**src/hw/rtl/hqss_pkg.sv**
```systemverilog
// Shared types and constants for the hex/quad simplex splitter.
// Used by every module of the block; depends on nothing else.
`timescale 1ns / 1ps
`default_nettype none

package hqss_pkg;

   localparam int ID_W        = 32;
   localparam int TAG_W       = 16;
   localparam int QUEUE_DEPTH = 2;

   localparam logic OP_QUAD = 1'b0;
   localparam logic OP_HEX  = 1'b1;

   localparam logic KIND_TRI = 1'b0;
   localparam logic KIND_TET = 1'b1;

   localparam logic [2:0] CNT_QUAD  = 3'd2;
   localparam logic [2:0] CNT_FIVE  = 3'd5;
   localparam logic [2:0] CNT_PRISM = 3'd6;

   typedef logic [ID_W-1:0]  id_type;
   typedef logic [TAG_W-1:0] tag_type;

   typedef struct packed {
      logic    op;
      id_type  corner_0;
      id_type  corner_1;
      id_type  corner_2;
      id_type  corner_3;
      id_type  corner_4;
      id_type  corner_5;
      id_type  corner_6;
      id_type  corner_7;
      tag_type region_tag;
   } req_type;

   typedef struct packed {
      logic    simplex_kind;
      id_type  vertex_a;
      id_type  vertex_b;
      id_type  vertex_c;
      id_type  vertex_d;
      tag_type tag_out;
      logic    last_of_run;
   } rsp_type;

   typedef logic [2:0]       idx_type;
   typedef idx_type [7:0]    idx_list_type;
   typedef idx_type [5:0]    prism_type;
   typedef idx_type [3:0]    simp_type;
   typedef simp_type [5:0]   simp_set_type;
   typedef simp_type [2:0]   prism_simp_type;
   typedef id_type [7:0]     id_vec_type;
   typedef logic [7:0][7:0]  cmp_type;
   typedef logic [2:0]       count_type;

   typedef struct packed {
      logic       op;
      id_vec_type ids;
      tag_type    tag;
   } item_type;

   typedef struct packed {
      logic         kind;
      count_type    count;
      logic         prism;
      simp_set_type simp;
      prism_type    pa;
      prism_type    pb;
   } plan_type;

   typedef struct packed {
      logic         kind;
      count_type    count;
      simp_set_type simp;
      id_vec_type   ids;
      tag_type      tag;
   } job_type;

endpackage

`default_nettype wire

```
**src/hw/rtl/hqss_front.sv**
```systemverilog
// Front pipeline: takes elements, builds the compare matrix, orients the element
// and plans every simplex as corner indices. Depends on hqss_pkg.
`timescale 1ns / 1ps
`default_nettype none

module hqss_front (
   input  logic              clock,
   input  logic              reset,
   input  logic              req_valid,
   output logic              req_stall,
   input  hqss_pkg::req_type req_data,
   output logic              job_valid,
   input  logic              job_stall,
   output hqss_pkg::job_type job_data
);
   import hqss_pkg::*;

   // first-listed minimum over the first n entries of s, ties to the earlier entry
   function automatic idx_type min_pos(input cmp_type lt, input idx_list_type s,
                                       input logic [3:0] n);
      idx_type r;
      logic    win;
      r = '0;
      for (int j = 0; j < 8; j++) begin
         win = (j < int'(n));
         for (int i = 0; i < 8; i++) begin
            if (i < j && !lt[s[j]][s[i]]) win = 1'b0;
            if (i > j && i < int'(n) && lt[s[i]][s[j]]) win = 1'b0;
         end
         if (win) r = 3'(j);
      end
      return r;
   endfunction

   function automatic logic [1:0] add3(input logic [1:0] a, input logic [1:0] b);
      logic [2:0] s;
      s = {1'b0, a} + {1'b0, b};
      return (s >= 3'd3) ? 2'(s - 3'd3) : s[1:0];
   endfunction

   function automatic logic [1:0] sub3(input logic [1:0] a, input logic [1:0] b);
      logic [2:0] s;
      s = {1'b0, a} + 3'd3 - {1'b0, b};
      return (s >= 3'd3) ? 2'(s - 3'd3) : s[1:0];
   endfunction

   function automatic simp_type mk_simp(input idx_type a, input idx_type b,
                                        input idx_type c, input idx_type d);
      simp_type r;
      r[0] = a;
      r[1] = b;
      r[2] = c;
      r[3] = d;
      return r;
   endfunction

   function automatic prism_type mk_prism(input idx_type a, input idx_type b,
                                          input idx_type c, input idx_type d,
                                          input idx_type e, input idx_type f);
      prism_type r;
      r[0] = a;
      r[1] = b;
      r[2] = c;
      r[3] = d;
      r[4] = e;
      r[5] = f;
      return r;
   endfunction

   function automatic prism_type prism_rot(input cmp_type lt, input prism_type pl);
      idx_list_type s;
      idx_type      m;
      logic [1:0]   r;
      prism_type    n;
      s = '0;
      for (int k = 0; k < 6; k++) s[k] = pl[k];
      m = min_pos(lt, s, 4'd6);
      for (int k = 0; k < 3; k++) begin
         if (m < 3'd3) begin
            r        = add3(2'(k), m[1:0]);
            n[k]     = pl[{1'b0, r}];
            n[k + 3] = pl[{1'b0, r} + 3'd3];
         end else begin
            r        = sub3(2'(m - 3'd3), 2'(k));
            n[k]     = pl[{1'b0, r} + 3'd3];
            n[k + 3] = pl[{1'b0, r}];
         end
      end
      return n;
   endfunction

   // one tet off the prism, then the remaining pyramid into two tets
   function automatic prism_simp_type prism_tets(input cmp_type lt, input prism_type n);
      idx_list_type   s;
      idx_type        pm;
      simp_type       q;
      simp_type       r;
      logic [1:0]     t;
      prism_simp_type o;
      q[0] = n[4];
      q[1] = n[5];
      q[2] = n[2];
      q[3] = n[1];
      s = '0;
      for (int k = 0; k < 4; k++) s[k] = q[k];
      pm = min_pos(lt, s, 4'd4);
      for (int k = 0; k < 4; k++) begin
         t    = 2'(k) + pm[1:0];
         r[k] = q[t];
      end
      o[0] = mk_simp(n[3], n[5], n[4], n[0]);
      o[1] = mk_simp(r[0], r[2], r[3], n[0]);
      o[2] = mk_simp(r[0], r[1], r[2], n[0]);
      return o;
   endfunction

   logic         ok1, ok2, ok3, ok4, ok5;
   logic         s1_valid_ff, s2_valid_ff, s3_valid_ff, s4_valid_ff, s5_valid_ff;
   item_type     s1_item_in, s1_item_ff, s2_item_ff, s3_item_ff, s4_item_ff, s5_item_ff;
   cmp_type      s2_cmp_in, s2_cmp_ff, s3_cmp_ff, s4_cmp_ff, s5_cmp_ff;
   idx_list_type s3_perm_in, s3_perm_ff;
   plan_type     s4_plan_in, s4_plan_ff, s5_plan_in, s5_plan_ff;
   idx_list_type ident;

   assign ok5       = !s5_valid_ff || !job_stall;
   assign ok4       = !s4_valid_ff || ok5;
   assign ok3       = !s3_valid_ff || ok4;
   assign ok2       = !s2_valid_ff || ok3;
   assign ok1       = !s1_valid_ff || ok2;
   assign req_stall = !ok1;

   always_comb begin
      for (int k = 0; k < 8; k++) ident[k] = 3'(k);
   end

   always_comb begin
      s1_item_in.op     = req_data.op;
      s1_item_in.ids[0] = req_data.corner_0;
      s1_item_in.ids[1] = req_data.corner_1;
      s1_item_in.ids[2] = req_data.corner_2;
      s1_item_in.ids[3] = req_data.corner_3;
      s1_item_in.ids[4] = req_data.corner_4;
      s1_item_in.ids[5] = req_data.corner_5;
      s1_item_in.ids[6] = req_data.corner_6;
      s1_item_in.ids[7] = req_data.corner_7;
      s1_item_in.tag    = req_data.region_tag;
   end

   always_comb begin
      for (int i = 0; i < 8; i++) begin
         for (int j = 0; j < 8; j++) begin
            s2_cmp_in[i][j] = s1_item_ff.ids[i] < s1_item_ff.ids[j];
         end
      end
   end

   // hex orientation: smallest id to corner 0, mirrored between faces if needed
   always_comb begin : perm_calc
      idx_type m;
      idx_type kk;
      m = min_pos(s2_cmp_ff, ident, 4'd8);
      for (int k = 0; k < 8; k++) begin
         kk = 3'(k);
         s3_perm_in[k] = {m[2] ^ kk[2], m[2] ? (m[1:0] - kk[1:0]) : (m[1:0] + kk[1:0])};
      end
   end

   always_comb begin : plan_calc
      idx_list_type p;
      idx_list_type sa, sb, sc;
      idx_type      wa, wb, wc, qm;
      logic [1:0]   qn [4];
      p  = s3_perm_ff;
      sa = '0;
      sb = '0;
      sc = '0;
      sa[0] = p[2]; sa[1] = p[3]; sa[2] = p[6]; sa[3] = p[7];
      sb[0] = p[4]; sb[1] = p[5]; sb[2] = p[6]; sb[3] = p[7];
      sc[0] = p[5]; sc[1] = p[6]; sc[2] = p[2]; sc[3] = p[1];
      wa = min_pos(s3_cmp_ff, sa, 4'd4);
      wb = min_pos(s3_cmp_ff, sb, 4'd4);
      wc = min_pos(s3_cmp_ff, sc, 4'd4);
      qm = min_pos(s3_cmp_ff, ident, 4'd4);
      for (int k = 0; k < 4; k++) qn[k] = 2'(k) + qm[1:0];

      s4_plan_in       = '0;
      s4_plan_in.kind  = KIND_TET;
      s4_plan_in.count = CNT_PRISM;
      s4_plan_in.prism = 1'b1;
      if (s3_item_ff.op == OP_QUAD) begin
         s4_plan_in.kind    = KIND_TRI;
         s4_plan_in.count   = CNT_QUAD;
         s4_plan_in.prism   = 1'b0;
         s4_plan_in.simp[0] = mk_simp({1'b0, qn[0]}, {1'b0, qn[2]}, {1'b0, qn[3]}, '0);
         s4_plan_in.simp[1] = mk_simp({1'b0, qn[0]}, {1'b0, qn[1]}, {1'b0, qn[2]}, '0);
      end else if (wa == 3'd1 || wa == 3'd2) begin
         s4_plan_in.pa = mk_prism(p[0], p[5], p[1], p[3], p[6], p[2]);
         s4_plan_in.pb = mk_prism(p[5], p[0], p[4], p[6], p[3], p[7]);
      end else if (wb == 3'd0 || wb == 3'd2) begin
         s4_plan_in.pa = mk_prism(p[4], p[6], p[5], p[0], p[2], p[1]);
         s4_plan_in.pb = mk_prism(p[4], p[7], p[6], p[0], p[3], p[2]);
      end else if (wc == 3'd3 || wc == 3'd1) begin
         s4_plan_in.pa = mk_prism(p[5], p[6], p[1], p[4], p[7], p[0]);
         s4_plan_in.pb = mk_prism(p[1], p[6], p[2], p[0], p[7], p[3]);
      end else begin
         s4_plan_in.count   = CNT_FIVE;
         s4_plan_in.prism   = 1'b0;
         s4_plan_in.simp[0] = mk_simp(p[5], p[4], p[7], p[0]);
         s4_plan_in.simp[1] = mk_simp(p[0], p[7], p[5], p[2]);
         s4_plan_in.simp[2] = mk_simp(p[5], p[0], p[2], p[1]);
         s4_plan_in.simp[3] = mk_simp(p[0], p[7], p[2], p[3]);
         s4_plan_in.simp[4] = mk_simp(p[5], p[2], p[7], p[6]);
      end
   end

   always_comb begin
      s5_plan_in    = s4_plan_ff;
      s5_plan_in.pa = prism_rot(s4_cmp_ff, s4_plan_ff.pa);
      s5_plan_in.pb = prism_rot(s4_cmp_ff, s4_plan_ff.pb);
   end

   always_comb begin
      job_valid      = s5_valid_ff;
      job_data.kind  = s5_plan_ff.kind;
      job_data.count = s5_plan_ff.count;
      job_data.ids   = s5_item_ff.ids;
      job_data.tag   = s5_item_ff.tag;
      job_data.simp  = s5_plan_ff.simp;
      if (s5_plan_ff.prism) begin
         job_data.simp[2:0] = prism_tets(s5_cmp_ff, s5_plan_ff.pa);
         job_data.simp[5:3] = prism_tets(s5_cmp_ff, s5_plan_ff.pb);
      end
   end

   always_ff @(posedge clock) begin
      if (reset) begin
         s1_valid_ff <= 1'b0;
         s2_valid_ff <= 1'b0;
         s3_valid_ff <= 1'b0;
         s4_valid_ff <= 1'b0;
         s5_valid_ff <= 1'b0;
      end else begin
         if (ok1) s1_valid_ff <= req_valid;
         if (ok2) s2_valid_ff <= s1_valid_ff;
         if (ok3) s3_valid_ff <= s2_valid_ff;
         if (ok4) s4_valid_ff <= s3_valid_ff;
         if (ok5) s5_valid_ff <= s4_valid_ff;
      end
   end

   always_ff @(posedge clock) begin
      if (ok1) s1_item_ff <= s1_item_in;
      if (ok2) begin
         s2_item_ff <= s1_item_ff;
         s2_cmp_ff  <= s2_cmp_in;
      end
      if (ok3) begin
         s3_item_ff <= s2_item_ff;
         s3_cmp_ff  <= s2_cmp_ff;
         s3_perm_ff <= s3_perm_in;
      end
      if (ok4) begin
         s4_item_ff <= s3_item_ff;
         s4_cmp_ff  <= s3_cmp_ff;
         s4_plan_ff <= s4_plan_in;
      end
      if (ok5) begin
         s5_item_ff <= s4_item_ff;
         s5_cmp_ff  <= s4_cmp_ff;
         s5_plan_ff <= s5_plan_in;
      end
   end

endmodule

`default_nettype wire

```
**src/hw/rtl/hqss_queue.sv**
```systemverilog
// Short job queue between the front pipeline and the output sequencer.
// Depends on hqss_pkg for the job type and depth.
`timescale 1ns / 1ps
`default_nettype none

module hqss_queue (
   input  logic              clock,
   input  logic              reset,
   input  logic              in_valid,
   output logic              in_stall,
   input  hqss_pkg::job_type in_data,
   output logic              out_valid,
   input  logic              out_pop,
   output hqss_pkg::job_type out_data
);
   import hqss_pkg::*;

   localparam int PTR_W = (QUEUE_DEPTH > 1) ? $clog2(QUEUE_DEPTH) : 1;
   localparam int CNT_W = $clog2(QUEUE_DEPTH + 1);

   job_type           mem_ff [QUEUE_DEPTH];
   logic [PTR_W-1:0]  wr_ptr_ff, wr_ptr_in, rd_ptr_ff, rd_ptr_in;
   logic [CNT_W-1:0]  count_ff, count_in;
   logic              push;

   assign in_stall  = (count_ff == CNT_W'(QUEUE_DEPTH));
   assign push      = in_valid && !in_stall;
   assign out_valid = (count_ff != '0);
   assign out_data  = mem_ff[rd_ptr_ff];

   always_comb begin
      wr_ptr_in = wr_ptr_ff;
      rd_ptr_in = rd_ptr_ff;
      count_in  = count_ff;
      if (push) begin
         wr_ptr_in = (wr_ptr_ff == PTR_W'(QUEUE_DEPTH - 1)) ? '0 : wr_ptr_ff + PTR_W'(1);
      end
      if (out_pop) begin
         rd_ptr_in = (rd_ptr_ff == PTR_W'(QUEUE_DEPTH - 1)) ? '0 : rd_ptr_ff + PTR_W'(1);
      end
      case ({push, out_pop})
         2'b10:   count_in = count_ff + CNT_W'(1);
         2'b01:   count_in = count_ff - CNT_W'(1);
         default: count_in = count_ff;
      endcase
   end

   always_ff @(posedge clock) begin
      if (reset) begin
         wr_ptr_ff <= '0;
         rd_ptr_ff <= '0;
         count_ff  <= '0;
      end else begin
         wr_ptr_ff <= wr_ptr_in;
         rd_ptr_ff <= rd_ptr_in;
         count_ff  <= count_in;
      end
   end

   always_ff @(posedge clock) begin
      if (push) mem_ff[wr_ptr_ff] <= in_data;
   end

endmodule

`default_nettype wire

```
**src/hw/rtl/hqss_back.sv**
```systemverilog
// Output sequencer: walks the planned simplices of the head job, one per cycle when
// not stalled, into a registered result stage. Depends on hqss_pkg.
`timescale 1ns / 1ps
`default_nettype none

module hqss_back (
   input  logic              clock,
   input  logic              reset,
   input  logic              job_valid,
   output logic              job_pop,
   input  hqss_pkg::job_type job_data,
   output logic              rsp_valid,
   input  logic              rsp_stall,
   output hqss_pkg::rsp_type rsp_data
);
   import hqss_pkg::*;

   logic      rsp_valid_ff, rsp_valid_in;
   rsp_type   rsp_data_ff, rsp_data_in;
   count_type idx_ff, idx_in;
   logic      out_free, emit, last;
   simp_type  cur;

   assign out_free  = !rsp_valid_ff || !rsp_stall;
   assign emit      = job_valid && out_free;
   assign last      = (idx_ff == job_data.count - 3'd1);
   assign job_pop   = emit && last;
   assign cur       = job_data.simp[idx_ff];
   assign rsp_valid = rsp_valid_ff;
   assign rsp_data  = rsp_data_ff;

   always_comb begin
      idx_in       = emit ? (last ? '0 : idx_ff + 3'd1) : idx_ff;
      rsp_valid_in = out_free ? job_valid : rsp_valid_ff;
      rsp_data_in.simplex_kind = job_data.kind;
      rsp_data_in.vertex_a     = job_data.ids[cur[0]];
      rsp_data_in.vertex_b     = job_data.ids[cur[1]];
      rsp_data_in.vertex_c     = job_data.ids[cur[2]];
      rsp_data_in.vertex_d     = (job_data.kind == KIND_TET) ? job_data.ids[cur[3]] : '0;
      rsp_data_in.tag_out      = job_data.tag;
      rsp_data_in.last_of_run  = last;
   end

   always_ff @(posedge clock) begin
      if (reset) begin
         rsp_valid_ff <= 1'b0;
         idx_ff       <= '0;
      end else begin
         rsp_valid_ff <= rsp_valid_in;
         idx_ff       <= idx_in;
      end
   end

   always_ff @(posedge clock) begin
      if (emit) rsp_data_ff <= rsp_data_in;
   end

endmodule

`default_nettype wire

```
**src/hw/rtl/hex_quad_simplex_splitter.sv**
```systemverilog
// Top level of the hex/quad simplex splitter: front pipeline, job queue and
// output sequencer. Depends on hqss_pkg, hqss_front, hqss_queue, hqss_back.
//
//   channel | dir | handshake          | payload
//   req     | in  | req_valid/req_stall | hqss_pkg::req_type (one element)
//   rsp     | out | rsp_valid/rsp_stall | hqss_pkg::rsp_type (one simplex)
//
// A quad gives 2 results, a hex 5 or 6; the result port moves one per cycle
// while rsp_stall is low. With no stall, the first result passes through the
// 5 front stages, the queue and the output register. Reset clears all valid state.
// rsp_stall holds the output register; the 2-entry queue and front pipeline keep
// taking transactions until both are full.
`timescale 1ns / 1ps
`default_nettype none

module hex_quad_simplex_splitter (
   input  logic              clock,
   input  logic              reset,
   input  logic              req_valid,
   output logic              req_stall,
   input  hqss_pkg::req_type req_data,
   output logic              rsp_valid,
   input  logic              rsp_stall,
   output hqss_pkg::rsp_type rsp_data
);
   import hqss_pkg::*;

   logic    fq_valid, fq_stall;
   job_type fq_data;
   logic    qb_valid, qb_pop;
   job_type qb_data;

   hqss_front u_front (
      .clock     (clock),
      .reset     (reset),
      .req_valid (req_valid),
      .req_stall (req_stall),
      .req_data  (req_data),
      .job_valid (fq_valid),
      .job_stall (fq_stall),
      .job_data  (fq_data)
   );

   hqss_queue u_queue (
      .clock     (clock),
      .reset     (reset),
      .in_valid  (fq_valid),
      .in_stall  (fq_stall),
      .in_data   (fq_data),
      .out_valid (qb_valid),
      .out_pop   (qb_pop),
      .out_data  (qb_data)
   );

   hqss_back u_back (
      .clock     (clock),
      .reset     (reset),
      .job_valid (qb_valid),
      .job_pop   (qb_pop),
      .job_data  (qb_data),
      .rsp_valid (rsp_valid),
      .rsp_stall (rsp_stall),
      .rsp_data  (rsp_data)
   );

endmodule

`default_nettype wire

```
**config.mk**
```make
export PLATFORM = sky130hd
export DESIGN_NAME = hex_quad_simplex_splitter
export DESIGN_NICKNAME = d
export VERILOG_FILES = /design/src/hw/rtl/hqss_pkg.sv /design/src/hw/rtl/hqss_front.sv /design/src/hw/rtl/hqss_queue.sv /design/src/hw/rtl/hqss_back.sv /design/src/hw/rtl/hex_quad_simplex_splitter.sv
export SDC_FILE = /design/constraint.sdc
export NUM_CORES = 2
export LEC_CHECK = 0
export BUFFER_PORTS_ARGS = -buffer_cell sky130_fd_sc_hd__buf_2
export CAP_MARGIN = 20
export CORE_MARGIN = 2
export CORE_UTILIZATION = 35
export DETAILED_ROUTE_END_ITERATION = 10
export PLACE_DENSITY = 0.58
export SLEW_MARGIN = 10
export SYNTH_ARGS = -nofsm -noshare
export SYNTH_HDL_FRONTEND = slang
export SYNTH_HIERARCHICAL = 1
export SYNTH_SLANG_ARGS = --single-unit
```
**constraint.sdc**
```tcl
create_clock -name clock -period 11.75 [get_ports clock]
set_clock_uncertainty 0.05 [all_clocks]
set_input_delay 0.5875 -clock clock [delete_from_list [all_inputs] [get_ports clock]]
set_output_delay 0.5875 -clock clock [all_outputs]
set_load 0.005 [all_outputs]
```
* Word-level counts from Yosys, hierarchy flattened
Memory sizes are Yosys's and may differ from the RTL's. A register that Yosys moved wholly into a read port is not among the register bits. Cells that the tools add are included.
Storage, ports and cells: memories 1, register bits 1960, logic and storage cells 883, bits in writable memories 696, output and inout bits 148, input bits 277
Memories:
- u_queue.mem_ff | depth 2, bits a word 348, rd ports 1, clocked after memory_dff 1, wr ports 1, RTL line hqss_queue.sv:21 | job_type mem_ff [QUEUE_DEPTH];
Operators by class: order comparisons 142, bitwise logic cells 2, mux-type cells 480, equal/unequal tests 9, reduce and logical (&&, ||, !) cells 26, $add $sub $neg 57
Operator list (count):
- < comparator 32 bit | 64
- binary-select mux 8 bit (select 3 bit) | 22
- binary-select mux 32 bit (select 3 bit) | 4
- two-way mux 1 bit | 236
- two-way mux 3 bit | 66
- < comparator 3 x 4 -> 1 bit (second input constant) | 44
- two-way mux 8 bit | 22
- binary-select mux 1 bit (select 3 bit) | 58
- two-way mux 32 bit | 4
- binary-select mux 3 bit (select 2 bit) | 20
- binary-select mux 3 bit (select 3 bit) | 12
- two-way mux 36 bit | 3
- two-way mux 20 bit | 4
- two-way mux 72 bit | 1
- two-way mux 2 bit | 25
- < comparator 2 x 4 -> 1 bit (second input constant) | 12
- adder 2 x 2 -> 3 bit (second input constant) | 14
- binary-select mux 12 bit (select 3 bit) | 1
- subtractor 2 bit (second input constant) | 16
- greater-or-equal comparator 3 x 2 -> 1 bit (second input constant) | 10
- < comparator 2 x 3 -> 1 bit (second input constant) | 8
- adder 2 bit (first input constant) | 6
- two-way mux 12 bit | 1
- equality test 3 x 2 -> 1 bit (second input constant) | 3
- other kinds (25) | 60

* Longest topological paths before layout
depth after elaboration 23, mapped depth 21, gate-level depth less buffers 17

* Cells and area by module
The synthesis kept the hierarchy.
By module, submodules not included:
- hqss_front | area each 89258.1 um^2, cells an instance 6230, seq. area each 51179.1 um^2, instances 1
- hqss_queue | area each 25645.8 um^2, cells an instance 1108, seq. area each 21000.1 um^2, instances 1
- hqss_back | area each 14655.3 um^2, cells an instance 1581, seq. area each 4464.3 um^2, instances 1

* Worst setup path before layout
Ideal clock, no wire load.
path kind register to register, start point register u_queue.count_ff[0], end point register u_front/s1_item_ff[0] (netlist bit) (enable), data arrival time 8.343 ns, path slack 0.046 ns, stages on the path, launching flop included 6, path through dfxtp_1 > nand2b_2 > inv_2 > and3_1 > clkbuf_1 > nand4_1
On the way: word-level cells in the longest chain between the ends 7
Ends and longest elaborated chain:
- start, declared | RTL line hqss_queue.sv:23 | logic [CNT_W-1:0] count_ff, count_in;
- start signal, assigned | RTL line hqss_queue.sv:56 | count_ff <= count_in;
- equality test 2 bit | RTL line hqss_queue.sv:26 | assign in_stall = (count_ff == CNT_W'(QUEUE_DEPTH));
- net fq_stall | RTL line hex_quad_simplex_splitter.sv:28 | logic fq_valid, fq_stall;
- zero test 1 bit | RTL line hqss_front.sv:125 | assign ok5 = !s5_valid_ff || !job_stall;
- logical OR 1 bit | RTL line hqss_front.sv:125
- logical OR 1 bit | RTL line hqss_front.sv:126 | assign ok4 = !s4_valid_ff || ok5;
- logical OR 1 bit | RTL line hqss_front.sv:127 | assign ok3 = !s3_valid_ff || ok4;
- logical OR 1 bit | RTL line hqss_front.sv:128 | assign ok2 = !s2_valid_ff || ok3;
- logical OR 1 bit | RTL line hqss_front.sv:129 | assign ok1 = !s1_valid_ff || ok2;
- end signal, assigned | RTL line hqss_front.sv:252 | if (ok1) s1_item_ff <= s1_item_in;
- end, declared | RTL line hqss_front.sv:119 | item_type s1_item_in, s1_item_ff, s2_item_ff, s3_item_ff, s4_item_ff, s5_item_ff;
The timed path passes the listed nets, and every way through them passes these cells. A chain may end at the register's enable or synchronous reset.

==> metrics.csv <==
metric,value,unit
Core Rows,223,
IO buf count,424,
clk slew on worst S/H paths,60,ps
clk_lat worst skew,930,ps
Slew headroom,21.6,%
Final GP Congestion,0.913,
TritonCTS clock tree,built,
fin util,40.3,%
Post-synth EDFFs,2543,
Hold Path Stages,2,
Fin Setup TNS,0,ps
Residual DRC,0,
critical path endpoint category,register,
Peak VDD IR,0.000126,V
first-pass GRT wire length,630000,um
vias post-DR,85500,
Fin. Hold Viols,0,
1st-iter DRT viols,10500,
number of global-route vias before repair,82800,
Vias/cell,5.81,
RSZ-0062 raised after global routing,no,
Critical Path RT,12310,ps
critical setup path kind,register to register,
"Async S/R FF share, synth",0,%
top-count cell post-synth,edfxtp_1,
Syn Nets,10100,
Synth top area share,58.9,%
Final setup violation count,0,
H-tree depth,5,
placed cell areas,137000,um^2
total wire length,453000,um
Initial Util,35.2,%
"Top FF cell, synth",edfxtp_1,
CTS Buf Count,281,
final net count,10700,
sequential share of the synthesized area,59.2,%
Die X,612,um
crit path DAT,6670,ps
"Remaining Overflow, GRT",0,
critical path launch point type,register,
dpl cells,13900,
status,completed,
ANT nets after route,0,
post-DP HPWL,317000,um
post-route cell area,149000,um^2
Synth cell types,94,
post-CTS sizing,0,
Least-Margin Pin Slew,1170,ps
Hold Crit Start,req_data[102],
Die Ht,612,um
DRT Pass-1 Iters,6,
Reg2Reg Depth,16,
r2r setup slk,5640,ps
yosys warns,6,
largest cells by area after synthesis,"edfxtp_1 (59%), ha_1 (8.8%), mux4_2 (4.3%)",
crit-path max FO,27,
Wirelength per Cell,30.7,um
core area,369000,um^2
Post-Syn Instances,8919,
"Avg Cell Area, Syn",14.5,um^2
die area,375000,um^2
commonest cells in the netlist,"edfxtp_1 (2543), ha_1 (913), mux2_2 (441)",
mapped cell area,130000,um^2
R2R Path Start,u_front/s4_plan_ff[3],
worst min-delay path class,input port to register,
"area leader, netlist",edfxtp_1,
Final Max Slew Viols,0,
clock tree buffer depth,4,
layout cells sized above 1,18.8,%
Power Total,26.2,mW
Sink Count,2557,
leakage power,56.5,nW
Top Ports,425,
fin crit share,52.0,%
Area growth syn-to-layout,14.7,%
Reg-to-Reg End,u_front/s5_plan_ff[34],
Clock Tree Root,clkbuf_16,
min Tclk post-route,6110,ps
initial antenna violation count,44,
Synth Register Bits,2557,
Pwr per Cell Area,176,nW/um^2
Max-Cap Viols,0,
"non-filler cells, final",14700,
hold slack,314,ps
Tot GR Track Use,23.5,%
pre-CTS setup slack,5750,ps
hold path endpoint,u_front/s1_item_ff[198],
largest net degree at the start of global routing,152,
f_max,164,MHz
fin worst setup slack,5640,ps
## final cells by class
class	count	area [um^2]
multi-input combinational	5532	49200
timing repair buffer	876	6320
clock inverter	165	1840
fill	33500	220000
sequential	2557	76600
inverter	295	1120
tap	4950	6190
antenna	15	37.5
clock buffer	343	7350
## cell usage in the layout (no fill, tap or decap), types with 32 or more instances in the layout
cell type / netlist / routed
a21o_1: 266 / 266
nor2_1: 148 / 148
nand3_1: 60 / 59
a21oi_1: 287 / 287
and3_1: 335 / 334
o211ai_1: 47 / 47
mux2_2: 441 / 441
ha_1: 913 / 913
mux2_1: 107 / 107
dlygate4sd3_1: 0 / 278
o21ai_0: 257 / 257
a31oi_1: 35 / 35
clkinv_1: 6 / 59
and2_1: 77 / 77
mux4_2: 248 / 248
edfxtp_1: 2543 / 2543
nor4_1: 53 / 50
o32ai_1: 35 / 35
nand4_1: 214 / 214
a21boi_0: 34 / 34
o31ai_1: 46 / 46
o21a_1: 139 / 139
mux2i_1: 384 / 384
a211oi_1: 384 / 384
a22oi_1: 33 / 32
buf_2: 144 / 424
buf_4: 35 / 166
mux2_4: 52 / 52
nor2b_1: 133 / 133
nand2_1: 235 / 230
nand2b_1: 109 / 109
clkbuf_1: 254 / 57
nor3_1: 113 / 111
clkbuf_16: 0 / 284
inv_1: 280 / 278
o22ai_1: 87 / 87
## critical path: stages (launching register included)
cell	delay (ps)
edfxtp_1	380
buf_4	230
inv_1	720
o22ai_1	200
o21ai_0	450
mux2i_1	200
mux4_2	520
a211o_1	280
nor4_4	450
nor3_1	100
buf_4	230
ha_1	320
buf_4	250
or4_1	580
and2_4	250
mux4_2	430
o21a_1	170
## how the worst max path moves through the flow
stage	from	endpoint	slack, ps	depth (start not counted)
2_1_floorplan	u_queue/count_ff[0]	u_front/s1_item_ff[0]	50	5
3_3_place_gp	u_front/s4_plan_ff[10]	u_front/s5_plan_ff[13]	5810	17
3_5_place_dp	u_front/s4_plan_ff[3]	u_front/s5_plan_ff[34]	5750	16
4_1_cts	u_front/s4_plan_ff[3]	u_front/s5_plan_ff[34]	5720	16
5_1_grt	u_front/s4_plan_ff[10]	u_front/s5_plan_ff[13]	5390	17
6_report	u_front/s4_plan_ff[3]	u_front/s5_plan_ff[34]	5640	16
## state kept, by name (all words and copies together) (netlist names), 56 cells and up, named ones only
| signal | cells |
|---|---|
| u_queue/mem_ff | 696 |
| u_front/job_data | 276 |
| u_front/s1_item_ff | 273 |
| u_front/s2_item_ff | 273 |
| u_front/s3_item_ff | 273 |
| u_front/s4_item_ff | 272 |
| u_back/rsp_data | 146 |
| u_front/s2_cmp_ff | 56 |
| u_front/s3_cmp_ff | 56 |
| u_front/s4_cmp_ff | 56 |
| u_front/s5_cmp_ff | 56 |
## metal layers
metal	GRT usage (%)	routed length (um)	vias up
li1	-	-	36800
met4	9.13	19500	6
met2	33.3	187000	4343
met3	4.13	37000	953
met1	35.4	210000	43400
met5	0	36	-
## where the power goes
| part | switching, mW | internal, mW | leakage, nW |
|---|---|---|---|
| sequential | 0.761 | 10.7 | 25.9 |
| combinational | 3.40 | 2.60 | 26.3 |
| clock | 3.74 | 5.05 | 4.41 |
## timing repair
action                                 CTS  global route
endpoints found under the hold margin  283             0
hold buffers                           278             0
buffers inserted                         0             0
## cell families after synthesis
group / count (synthesis) / synth area share [%]
xor+xnor: 10 / 0.0734
compound gates: 1802 / 9.49
mux: 1232 / 12.6
buf+inv: 830 / 3.01
flops: 2557 / 59.2
simple gates: 1575 / 6.81
fa+ha+maj: 913 / 8.82
(Power assumes the default switching activity.)
